**config.mk**
```make
export PLATFORM = sky130hd
export DESIGN_NAME = vma_ctrl
export DESIGN_NICKNAME = d
export VERILOG_FILES = /design/src/rtl/core/vma_pkg.sv /design/src/rtl/core/vma_ctrl.sv
export VERILOG_INCLUDE_DIRS = /design/src /design/src/rtl/core
export SDC_FILE = /design/constraint.sdc
export NUM_CORES = 1
export LEC_CHECK = 0
export BUFFER_PORTS_ARGS = -buffer_cell sky130_fd_sc_hd__buf_2
export CAP_MARGIN = 20
export CORE_MARGIN = 2
export CORE_UTILIZATION = 56
export CTS_CLUSTER_DIAMETER = 200
export CTS_CLUSTER_SIZE = 30
export DETAILED_ROUTE_END_ITERATION = 6
export GPL_TIMING_DRIVEN = 1
export PLACE_DENSITY = 0.85
export SETUP_SLACK_MARGIN = 0.5
export SLEW_MARGIN = 5
export SYNTH_ARGS = -nofsm -noshare
export SYNTH_HDL_FRONTEND = slang
export SYNTH_SLANG_ARGS = --single-unit
```
**constraint.sdc**
```tcl
create_clock -name clk -period 4.43 [get_ports clk]
set_clock_uncertainty 0.05 [all_clocks]
set_input_delay 0.2215 -clock clk [delete_from_list [all_inputs] [get_ports clk]]
set_output_delay 0.2215 -clock clk [all_outputs]
set_load 0.05 [all_outputs]
```
**src/rtl/core/assert_macros.svh**
```systemverilog
// Assertion macros used by the controller of the vertical advection column RTL.
`ifndef ASSERT_MACROS_SVH
`define ASSERT_MACROS_SVH
`ifndef SYNTH
// A condition that must hold at every clock edge out of reset.
`define VMA_ASSERT(lbl, cond, msg) \
	lbl: assert property (@(posedge clk) disable iff (!arst_n) (cond)) else $error(msg);
// A condition that must hold in the cycle after a trigger.
`define VMA_ASSERT_NEXT(lbl, ante, cons, msg) \
	lbl: assert property (@(posedge clk) disable iff (!arst_n) (ante) |=> (cons)) else $error(msg);
`else
`define VMA_ASSERT(lbl, cond, msg)
`define VMA_ASSERT_NEXT(lbl, ante, cons, msg)
`endif
`endif

```
**src/rtl/core/vma_pkg.sv**
```systemverilog
// Shared types, codes and constants of the vertical advection column.
package vma_pkg;

	localparam int QW         = 48;
	localparam int LS_W       = 47;
	localparam int LEVELS_DEF = 64;
	localparam int CFG_IDX_W  = 1;
	localparam int OUT_LVL_W  = 8;

	typedef logic signed [QW-1:0] q_t;

	localparam q_t QMAX = 48'sh7FFF_FFFF_FFFF;
	localparam q_t QMIN = 48'sh8000_0000_0000;

	// Configuration register indexes.
	localparam logic [CFG_IDX_W-1:0] REG_LAYER_SCALE = 1'd0;
	localparam logic [CFG_IDX_W-1:0] REG_THREE_D     = 1'd1;

	// Arithmetic unit operations.
	localparam logic OP_MUL = 1'b0;
	localparam logic OP_DIV = 1'b1;

	// Operand sources.
	typedef logic [4:0] src_t;
	localparam src_t SRC_C30      = 5'd0;
	localparam src_t SRC_LS       = 5'd1;
	localparam src_t SRC_D        = 5'd2;
	localparam src_t SRC_RHOW     = 5'd3;
	localparam src_t SRC_RHOI     = 5'd4;
	localparam src_t SRC_WU       = 5'd5;
	localparam src_t SRC_WV       = 5'd6;
	localparam src_t SRC_T        = 5'd7;
	localparam src_t SRC_SUMU     = 5'd8;
	localparam src_t SRC_SUMV     = 5'd9;
	localparam src_t SRC_W        = 5'd10;
	localparam src_t SRC_LASTW    = 5'd11;
	localparam src_t SRC_LASTRHOW = 5'd12;
	localparam src_t SRC_P1T      = 5'd13;
	localparam src_t SRC_SUMW     = 5'd14;
	localparam src_t SRC_DIFU     = 5'd15;
	localparam src_t SRC_DIFV     = 5'd16;
	localparam src_t SRC_DIFW     = 5'd17;
	localparam src_t SRC_LLF      = 5'd18;
	localparam src_t SRC_LIF      = 5'd19;
	localparam src_t SRC_RHO      = 5'd20;
	localparam src_t SRC_ADZ      = 5'd21;
	localparam src_t SRC_ADZW     = 5'd22;

	// Result destinations.
	typedef logic [3:0] dst_t;
	localparam dst_t DST_D    = 4'd0;
	localparam dst_t DST_RHOI = 4'd1;
	localparam dst_t DST_T    = 4'd2;
	localparam dst_t DST_FU   = 4'd3;
	localparam dst_t DST_FV   = 4'd4;
	localparam dst_t DST_P1   = 4'd5;
	localparam dst_t DST_FW   = 4'd6;
	localparam dst_t DST_DU   = 4'd7;
	localparam dst_t DST_DV   = 4'd8;
	localparam dst_t DST_DW   = 4'd9;
	localparam dst_t DST_LLF  = 4'd10;
	localparam dst_t DST_LIF  = 4'd11;

	// Commands from the controller to the datapath.
	typedef struct packed {
		logic start;
		logic op;
		src_t src_a;
		src_t src_b;
		dst_t dst;
		logic load_in;
		logic zero_fuv;
		logic zero_fw;
		logic zero_dw;
		logic ram_rd;
		logic sum_cap;
		logic commit;
		logic emit;
		logic last;
	} cmd_t;

	// Status from the datapath to the controller.
	typedef struct packed {
		logic busy;
		logic done;
		logic out_free;
	} sts_t;

endpackage

```
**src/rtl/core/vma_ctrl.sv**
```systemverilog
// Controller state machine that sequences the arithmetic of one level.
module vma_ctrl
	import vma_pkg::*;
#(
	parameter int LEVELS = LEVELS_DEF,
	parameter int LVL_W  = $clog2(LEVELS)
) (
	input  logic             clk,
	input  logic             arst_n,
	input  logic             in_valid,
	input  logic             top_level,
	output logic             in_stall,
	output logic [LVL_W-1:0] level,
	output cmd_t             cmd,
	input  sts_t             sts
);

	`include "assert_macros.svh"

	localparam logic [4:0] S_IDLE   = 5'd0;
	localparam logic [4:0] S_D      = 5'd1;
	localparam logic [4:0] S_RHOI   = 5'd2;
	localparam logic [4:0] S_TU     = 5'd3;
	localparam logic [4:0] S_FU     = 5'd4;
	localparam logic [4:0] S_TV     = 5'd5;
	localparam logic [4:0] S_FV     = 5'd6;
	localparam logic [4:0] S_ZFUV   = 5'd7;
	localparam logic [4:0] S_P1     = 5'd8;
	localparam logic [4:0] S_P2     = 5'd9;
	localparam logic [4:0] S_T3     = 5'd10;
	localparam logic [4:0] S_FW     = 5'd11;
	localparam logic [4:0] S_DU     = 5'd12;
	localparam logic [4:0] S_DV     = 5'd13;
	localparam logic [4:0] S_DW     = 5'd14;
	localparam logic [4:0] S_ZDW    = 5'd15;
	localparam logic [4:0] S_RD     = 5'd16;
	localparam logic [4:0] S_SUM    = 5'd17;
	localparam logic [4:0] S_LF     = 5'd18;
	localparam logic [4:0] S_IF     = 5'd19;
	localparam logic [4:0] S_ZERO   = 5'd20;
	localparam logic [4:0] S_COMMIT = 5'd21;
	localparam logic [4:0] S_EMIT   = 5'd22;

	localparam logic [LVL_W-1:0] K_ZERO = '0;
	localparam logic [LVL_W-1:0] K_ONE  = LVL_W'(1);
	localparam logic [LVL_W-1:0] K_TOP  = LVL_W'(LEVELS - 1);

	logic [4:0]       state_q;
	logic [4:0]       nxt;
	logic             issued_q;
	logic             unit_st;
	logic             adv;
	logic [LVL_W-1:0] k_q;
	logic             top_q;
	logic             finish;

	function automatic cmd_t unit_cmd(logic op, src_t a, src_t b, dst_t d);
		cmd_t c;
		c       = '0;
		c.op    = op;
		c.src_a = a;
		c.src_b = b;
		c.dst   = d;
		return c;
	endfunction

	// Next state, command and advance condition for each step.
	always_comb begin
		cmd     = '0;
		nxt     = S_IDLE;
		unit_st = 1'b0;
		adv     = 1'b1;
		finish  = 1'b0;
		unique case (state_q)
			S_IDLE: begin
				cmd.load_in = in_valid;
				adv         = in_valid;
				nxt         = (k_q == K_ZERO) ? S_LF : S_D;
			end
			S_D: begin
				cmd     = unit_cmd(OP_DIV, SRC_C30, SRC_LS, DST_D);
				unit_st = 1'b1;
				nxt     = top_q ? S_ZFUV : S_RHOI;
			end
			S_RHOI: begin
				cmd     = unit_cmd(OP_MUL, SRC_D, SRC_RHOW, DST_RHOI);
				unit_st = 1'b1;
				nxt     = S_TU;
			end
			S_TU: begin
				cmd     = unit_cmd(OP_MUL, SRC_RHOI, SRC_WU, DST_T);
				unit_st = 1'b1;
				nxt     = S_FU;
			end
			S_FU: begin
				cmd     = unit_cmd(OP_MUL, SRC_T, SRC_SUMU, DST_FU);
				unit_st = 1'b1;
				nxt     = S_TV;
			end
			S_TV: begin
				cmd     = unit_cmd(OP_MUL, SRC_RHOI, SRC_WV, DST_T);
				unit_st = 1'b1;
				nxt     = S_FV;
			end
			S_FV: begin
				cmd     = unit_cmd(OP_MUL, SRC_T, SRC_SUMV, DST_FV);
				unit_st = 1'b1;
				nxt     = S_P1;
			end
			S_ZFUV: begin
				cmd.zero_fuv = 1'b1;
				nxt          = S_P1;
			end
			S_P1: begin
				cmd     = unit_cmd(OP_MUL, SRC_W, SRC_RHOW, DST_P1);
				unit_st = 1'b1;
				nxt     = S_P2;
			end
			S_P2: begin
				cmd     = unit_cmd(OP_MUL, SRC_LASTW, SRC_LASTRHOW, DST_T);
				unit_st = 1'b1;
				nxt     = S_T3;
			end
			S_T3: begin
				cmd     = unit_cmd(OP_MUL, SRC_D, SRC_P1T, DST_T);
				unit_st = 1'b1;
				nxt     = S_FW;
			end
			S_FW: begin
				cmd     = unit_cmd(OP_MUL, SRC_T, SRC_SUMW, DST_FW);
				unit_st = 1'b1;
				nxt     = S_DU;
			end
			S_DU: begin
				cmd     = unit_cmd(OP_DIV, SRC_DIFU, SRC_LLF, DST_DU);
				unit_st = 1'b1;
				nxt     = S_DV;
			end
			S_DV: begin
				cmd     = unit_cmd(OP_DIV, SRC_DIFV, SRC_LLF, DST_DV);
				unit_st = 1'b1;
				nxt     = (k_q > K_ONE) ? S_DW : S_ZDW;
			end
			S_DW: begin
				cmd     = unit_cmd(OP_DIV, SRC_DIFW, SRC_LIF, DST_DW);
				unit_st = 1'b1;
				nxt     = S_RD;
			end
			S_ZDW: begin
				cmd.zero_dw = 1'b1;
				nxt         = S_RD;
			end
			S_RD: begin
				cmd.ram_rd = 1'b1;
				nxt        = S_SUM;
			end
			S_SUM: begin
				cmd.sum_cap = 1'b1;
				nxt         = S_LF;
			end
			S_LF: begin
				cmd     = unit_cmd(OP_MUL, SRC_RHO, SRC_ADZ, DST_LLF);
				unit_st = 1'b1;
				nxt     = S_IF;
			end
			S_IF: begin
				cmd     = unit_cmd(OP_MUL, SRC_RHOW, SRC_ADZW, DST_LIF);
				unit_st = 1'b1;
				nxt     = (k_q == K_ZERO) ? S_ZERO : S_EMIT;
			end
			S_ZERO: begin
				cmd.zero_fuv = 1'b1;
				cmd.zero_fw  = 1'b1;
				nxt          = S_COMMIT;
			end
			S_COMMIT: begin
				cmd.commit = 1'b1;
				finish     = 1'b1;
			end
			S_EMIT: begin
				adv        = sts.out_free;
				cmd.commit = sts.out_free;
				cmd.emit   = sts.out_free;
				finish     = sts.out_free;
			end
			default: begin
				nxt = S_IDLE;
			end
		endcase
		if (unit_st) begin
			cmd.start = !issued_q;
			adv       = issued_q && sts.done;
		end
		cmd.last = top_q;
	end

	assign in_stall = (state_q != S_IDLE);
	assign level    = k_q;

	// State register, issue flag and level counter.
	always_ff @(posedge clk or negedge arst_n) begin
		if (!arst_n) begin
			state_q  <= S_IDLE;
			issued_q <= 1'b0;
			k_q      <= K_ZERO;
			top_q    <= 1'b0;
		end else begin
			if (unit_st && !issued_q) begin
				issued_q <= 1'b1;
			end else if (adv) begin
				issued_q <= 1'b0;
			end
			if (adv) begin
				state_q <= nxt;
			end
			if (state_q == S_IDLE && in_valid) begin
				top_q <= top_level || (k_q == K_TOP);
			end
			if (finish) begin
				k_q <= top_q ? K_ZERO : k_q + K_ONE;
			end
		end
	end

	`VMA_ASSERT(a_start_unit_free, !(cmd.start && sts.busy), "unit started while busy")
	`VMA_ASSERT(a_done_expected, !(sts.done && !issued_q), "unit finished without a request")
	`VMA_ASSERT(a_emit_slot, !(cmd.emit && !sts.out_free), "result loaded over a held one")
	`VMA_ASSERT_NEXT(a_accept_leaves_idle, in_valid && !in_stall, state_q != S_IDLE, "transfer left controller idle")

endmodule

```
Yosys cells after proc, flatten, opt, wreduce, memory -nomap -nowiden:

Index checks and enable logic that the tools add are counted.

* register bits after elaboration: 13
* input bits: 7
* output and inout bits: 32
* logic and storage cells: 63

* add/subtract/negate cells: 1
* order comparisons: 1
* equality and inequality tests: 23
* multiplexer cells: 21
* reduce and logical (&&, ||, !) cells: 13

Operators by type and width (count)
* 15-bit one-hot mux with 15 select lines: 1
* 5-bit one-hot mux with 19 select lines: 1
* 5-bit by 4-bit == test with 1-bit output (second input constant): 8
* 5-bit == test (second input constant): 7
* 5-bit by 3-bit == test with 1-bit output (second input constant): 4
* 15-bit OR reduction: 1
* 1-bit two-way mux: 13
* 5-bit by 2-bit == test with 1-bit output (second input constant): 2
* 6-bit by 1-bit adder with 6-bit output (second input constant): 1
* 6-bit == test (second input constant): 1
* 6-bit by 1-bit greater-than comparator with 1-bit output (second input constant): 1
* 6-bit zero test: 1
* 6-bit two-way mux: 1
* 2-bit OR reduction: 3
* 5-bit by 1-bit == test with 1-bit output (second input constant): 1
* 5-bit zero test: 1
* 5-bit two-way mux: 1
* 5-bit nonzero test: 1
* 1-bit one-hot mux with 2 select lines: 2
* 1-bit logical AND: 3
* 3-bit two-way mux: 1
* 2-bit two-way mux: 1
* 2-bit nonzero test: 1
* 1-bit zero test: 1
* 1-bit logical OR: 1

Longest topological paths before layout:

Gate-level depths: netlist (run 1).

* word-level depth: 6
* gate-level depth with buffers: 7
* gate-level depth less buffers: 6

Worst setup path after synthesis (run 1):

Ideal clock, no wire load.

* path type: register to output
* start: register state_q[0]
* end: output cmd[23] (netlist bit)
* arrival: 2288 ps
* slack: 1870 ps
* stages on the path, launching flop included: 6
* cell sequence: dfrtp_1 -> buf_6 -> clkbuf_1 -> clkbuf_1 -> nand2_1 -> a211oi_1

RTL lines
* start, declared: line vma_ctrl.sv:48 `logic [4:0] state_q;`
* start signal, assigned: line vma_ctrl.sv:214 `state_q <= nxt;`
* end, declared: line vma_ctrl.sv:14 `output cmd_t cmd,`

==> results of run 1 <==
-- sequential cells by signal, summed over array words and instances, names as in the netlist --
signal and flops:
level 6, top_q 1, state_q 5, issued_q 1
-- synthesized netlist by cell type, types with 2 or more instances --
cell type,number,area (um2)
a211oi_1,3,22.52
a21oi_1,11,55.05
a221oi_1,2,17.52
a31oi_1,3,18.77
a32o_1,2,20.02
and2_1,5,31.28
and3_1,2,12.51
buf_2,3,15.01
buf_4,3,22.52
clkbuf_1,9,33.78
dfrtp_1,13,325.3
ha_1,3,37.54
inv_1,6,22.52
nand2_1,17,63.81
nand2b_1,11,68.82
nand3_1,4,20.02
nor2_1,24,90.09
nor2b_1,5,31.28
nor3_1,4,20.02
o21ai_0,24,120.1
o22ai_1,5,31.28
o31ai_1,3,22.52
or2_2,4,25.02
xnor2_1,2,17.52
-- worst register-to-register path: stages (launching register included) --
cell and delay [ns]:
dfrtp_1 1.04, nand2b_1 0.36, a21o_1 0.33, or2_2 0.35, o31ai_1 0.26
-- per-layer routing --
metal	track usage	wire length (um)	up-vias	part of all wire
met5	0	0	-	0
li1	-	-	733	-
met3	0.06111	229	4	0.066
met4	0.06838	29	0	0.0084
met2	0.4259	1692	69	0.49
met1	0.3380	1495	730	0.43
-- cell type report --
class                           count  area [um2]  area share
Clock buffer                        4       26.28     0.01700
Inverter                            6       22.52     0.01457
Multi-Input combinational cell    156       940.9      0.6089
Sequential cell                    13       325.3      0.2105
Tap cell                           28       35.03     0.02267
Timing Repair Buffer               38       195.2      0.1263
-- worst min path at each step --
stage,start,end,slack (ns)
floorplan,arst_n,issued_q,-0.12
global placement,arst_n,level[5],0.07
detailed placement,arst_n,issued_q,0.07
CTS,top_level,top_q,0.17
global route,top_level,top_q,0.17
finish,top_level,top_q,0.17
-- through the flow --
| step | std cells | setup WS [ns] | hold slack (ns) | utilization |
|---|---|---|---|---|
| CTS | 245 | 1.662 | 0.1707 | 0.6789 |
| detailed placement | 240 | 1.989 | 0.06743 | 0.6630 |
| global placement | 240 | 2.087 | 0.06958 | 0.6630 |
| floorplan | 192 | 1.870 | -0.1241 | - |
| finish | 245 | 1.592 | 0.1695 | 0.6789 |
| global route | 245 | 1.369 | 0.1713 | 0.6789 |
-- kinds of logic (layout without fill, tap and decap cells) --
| family | Yosys count | after routing |
|---|---|---|
| adder cells (fa/ha/maj) | 3 | 3 |
| AND/OR/NAND/NOR | 86 | 86 |
| AO/OA/AOI/OAI | 64 | 64 |
| flip-flops | 13 | 13 |
| multiplexers | 1 | 1 |
| XOR/XNOR | 2 | 2 |
| buffers and inverters | 23 | 48 |
==> reports/metrics.cfg, run 1 <==
[yosys]
synth-simple-area-share = 0.3358
ys.flop_type = dfrtp_1
synthXorXnorAreaFrac = 0.01274
syn_nets = 202
synth_top_family_by_area = simple AND/OR/NAND/NOR gates
yosysSeqAreaShare = 0.2366
synth_edf_count = 0
ys_ff_latch = 13
postSynth.asyncResetShare = 1.000
synth_cell_types = 48
synthCells = 192
yosysWarnings = 0
synthMuxAreaShare = 0.007279
netlist_area_mm2 = 0.001375
synth_compound_area_frac = 0.3012
synthAdderAreaFrac = 0.02730
avgSynthCellArea_um2 = 7.162

[critical_path]
r2r_slack_ns = 1.94
critPathTopFamily = flip-flops
arrival_ns = 2.57
path_class = register to primary output
slowest_delay_ns = 0.89
worstReg2RegEnd = level[5]
path_cells = inv_1 > nor2_1 > o21ai_0 > a21oi_1 > or2_2 > buf_2
reg2reg_depth = 4
endpoint = cmd[10]
cpMaxStageDelayCell = dfrtp_1
cp_num_buf_inv = 2
timing.rr.start = state_q[0]
path_max_fanout = 28
required_ns = 4.16
cp-startpoint = state_q[4]
cp_num_cells = 6
end_kind = primary output
critPathLaunchType = register

[final_layout]
nets = 228
antenna_cells = 0
drive_gt1_frac = 0.2396
fillers = 201
layout_common_cells = buf_2 (37), o21ai_0 (24), nor2_1 (24)
layout_commonest_cell = buf_2
synthToLayoutAreaGrowth_pct = 12.37
design_area_mm2 = 0.001545

[detailed_routing]
num_vias = 1536
wl_um = 3447
final_antenna_net_count = 0
wl_per_cell_um = 14.07
viasPerCell = 6.269
drcViolationCount = 0
dr.pass1.iters = 4
drt_iter0_drc = 50

[placement]
placed_cell_area_mm2 = 0.001509
portBuffers = 37
place.gp.congestion = 0.8441
dp_hpwl_um = 2493

[global_route]
grt_pass1_vias = 1213
grt_use_total = 0.2579
overflow = 0
grt_max_degree = 36
grt_pass1_wl_um = 5444
antenna_found_initial = 0

[clock_network]
cts_buffer_depth = 2
clkTransAtPathRegs_ns = 0.08
ctsHoldBuffers = 1
htree_num_levels = 1
cts_buffers = 3
cts_sinks = 13
post_cts_buffers = 0
cts_tree = yes
insertion_delay_ns = 0.28
clock_tree.root_cell = clkbuf_4
cts_resized = 0

[sta]
drv_slew = 0
tns_ns = 0
grt_setup_unrepaired = no
max_freq_mhz = 352.4
worst_slew_pin_slew_ns = 1.056
relSlewSlack = 0.2957
setup_viol = 0
min_period_ns = 2.838
period_share = 0.6405
hold_violations = 0

[die]
die-width_um = 53.55
initial_core_util = 0.6042
fp.coreArea_mm2 = 0.002276
die_y_um = 53.55
die-area_mm2 = 0.002868
num_rows = 17
ios = 39

[min_path]
hp-class = input port to register
hold_depth = 3

[flow_run]
drv_cap = 0

[status]
status = complete, no violations

Power of run 1 is left out: the tool's default activity adds up to more than one toggle a clock period on the data nets, which glitch-free logic cannot reach.
==> run 2, diff against run 1 <==
--- a/config.mk
+++ b/config.mk
@@ -9,12 +9,12 @@
 export BUFFER_PORTS_ARGS = -buffer_cell sky130_fd_sc_hd__buf_2
 export CAP_MARGIN = 20
 export CORE_MARGIN = 2
-export CORE_UTILIZATION = 56
+export CORE_UTILIZATION = 52
 export CTS_CLUSTER_DIAMETER = 200
 export CTS_CLUSTER_SIZE = 30
 export DETAILED_ROUTE_END_ITERATION = 6
 export GPL_TIMING_DRIVEN = 1
-export PLACE_DENSITY = 0.85
+export PLACE_DENSITY = 0.8
 export SETUP_SLACK_MARGIN = 0.5
 export SLEW_MARGIN = 5
 export SYNTH_ARGS = -nofsm -noshare
==> constraint.sdc (replaced) <==
create_clock -name clk -period 2.65 [get_ports clk]
set_clock_uncertainty 0.05 [all_clocks]
set_input_delay 0.1325 -clock clk [delete_from_list [all_inputs] [get_ports clk]]
set_output_delay 0.1325 -clock clk [all_outputs]
set_load 0.05 [all_outputs]
==> reports/metrics.cfg, run 2 (synthesis gave the netlist of run 1 again) <==
[status]
status = complete, no violations

[sta]
min_period_ns = 2.101
relSlewSlack = 0.6747
hold_violations = 0
worst_slew_pin_slew_ns = 0.4828
setup_slack_ns = 0.5485
tns_ns = 0
hold_ws_ns = 0.08955
max_freq_mhz = 475.9
setup_viol = 0
drv_slew = 0
period_share = 0.7930
grt_setup_unrepaired = yes

[die]
num_rows = 18
ios = 39
die-area_mm2 = 0.003072
die-width_um = 55.43
fp.coreArea_mm2 = 0.002500
die_y_um = 55.43
initial_core_util = 0.5501

[detailed_routing]
viasPerCell = 6.049
wl_um = 4062
final_antenna_net_count = 0
drt_iter0_drc = 60
drcViolationCount = 0
wl_per_cell_um = 15.33
num_vias = 1603
dr.pass1.iters = 5

[clock_network]
cts_sinks = 13
insertion_delay_ns = 0.28
htree_num_levels = 1
cts_buffer_depth = 2
cts_buffers = 3
clkTransAtPathRegs_ns = 0.08
clock_tree.root_cell = clkbuf_4
cts_tree = yes

[critical_path]
path_class = register to primary output
end_kind = primary output
required_ns = 2.47
r2r_slack_ns = 0.62
arrival_ns = 1.92
critPathLaunchType = register
path_max_fanout = 10

[final_layout]
drive_gt1_frac = 0.3702
largest_reg_flops = 6
antenna_cells = 0
synthToLayoutAreaGrowth_pct = 26.75
layout_common_cells = buf_2 (37), o21ai_0 (23), nor2_1 (22)
fillers = 212
nets = 246
layout_commonest_cell = buf_2
design_area_mm2 = 0.001743

[global_route]
grt_max_degree = 21
grt_pass1_wl_um = 6486
antenna_found_initial = 0
overflow = 0
grt_pass1_vias = 1395
grtUsageMet2 = 0.4167
grt_use_total = 0.2577
grt_use_met3 = 0.04918
grt.busiest_layer = met2
met1_usage = 0.3508

[placement]
pre_cts_ws_ns = 0.4582
place.gp.congestion = 0.8355
dp_hpwl_um = 2783
portBuffers = 37
placed_cell_area_mm2 = 0.001593

[min_path]
hp-class = input port to register

[flow_run]
drv_cap = 0

run 2: cell types whose count changed in the layout (fill, tap and decap cells not counted), moves of 3 or more:
| cell | delta |
|---|---|
| nor2b_2 | +3 |
| dfrtp_1 | -5 |
| dfrtp_2 | +3 |
| nor2b_1 | -3 |
| buf_4 | +16 |
run 2: repair_timing:
| action | 4_1_cts | 5_1_grt |
|---|---|---|
| setup buffers | 5 | 6 |
| endpoints found under the setup margin | 16 | 15 |
| hold buffers | 1 | 0 |
| hold endpoints to repair | 13 | 0 |
| gates resized for setup | 5 | 10 |
run 2: path summary, 6_finish.rpt:
check,end,startpoint,cells past startpoint
min,top_q,top_level,3
min reg2reg,issued_q,issued_q,2
min in group asynchronous,top_q,arst_n,2
max reg2reg,state_q[3],state_q[1],5
max in group asynchronous,state_q[1],arst_n,2
max,cmd[10],state_q[3],6
run 2: critical path, stage by stage, from the launching register on:
cell and delay, ns:
dfrtp_2 0.51, buf_4 0.20, nor2b_1 0.15, o21ai_0 0.17
a21oi_1 0.09, or2_2 0.30, buf_2 0.22
run 2: through the flow:
stage,std cells,utilization
after floorplan,192,-
after global placement,249,0.6371
after detailed placement,249,0.6371
after CTS,259,0.6687
after global routing,265,0.6972
final,265,0.6972
run 2: area by class of cell:
cell class                 count  area [um2]  share of cell area
clock buffer                   4       26.28             0.01508
inverter                       6       26.28             0.01508
multi-input combinational    156       982.2              0.5635
sequential                    13       336.6              0.1931
tap                           30       37.54             0.02154
timing repair buffer          56       334.1              0.1917
run 2: routing by layer:
metal  vias up  part of all wire
li1        774                 -
met1       753              0.44
met2        74              0.48
met3         2             0.076
met4         0            0.0047
met5         -                 0
Power of run 2 is left out for the same reason.
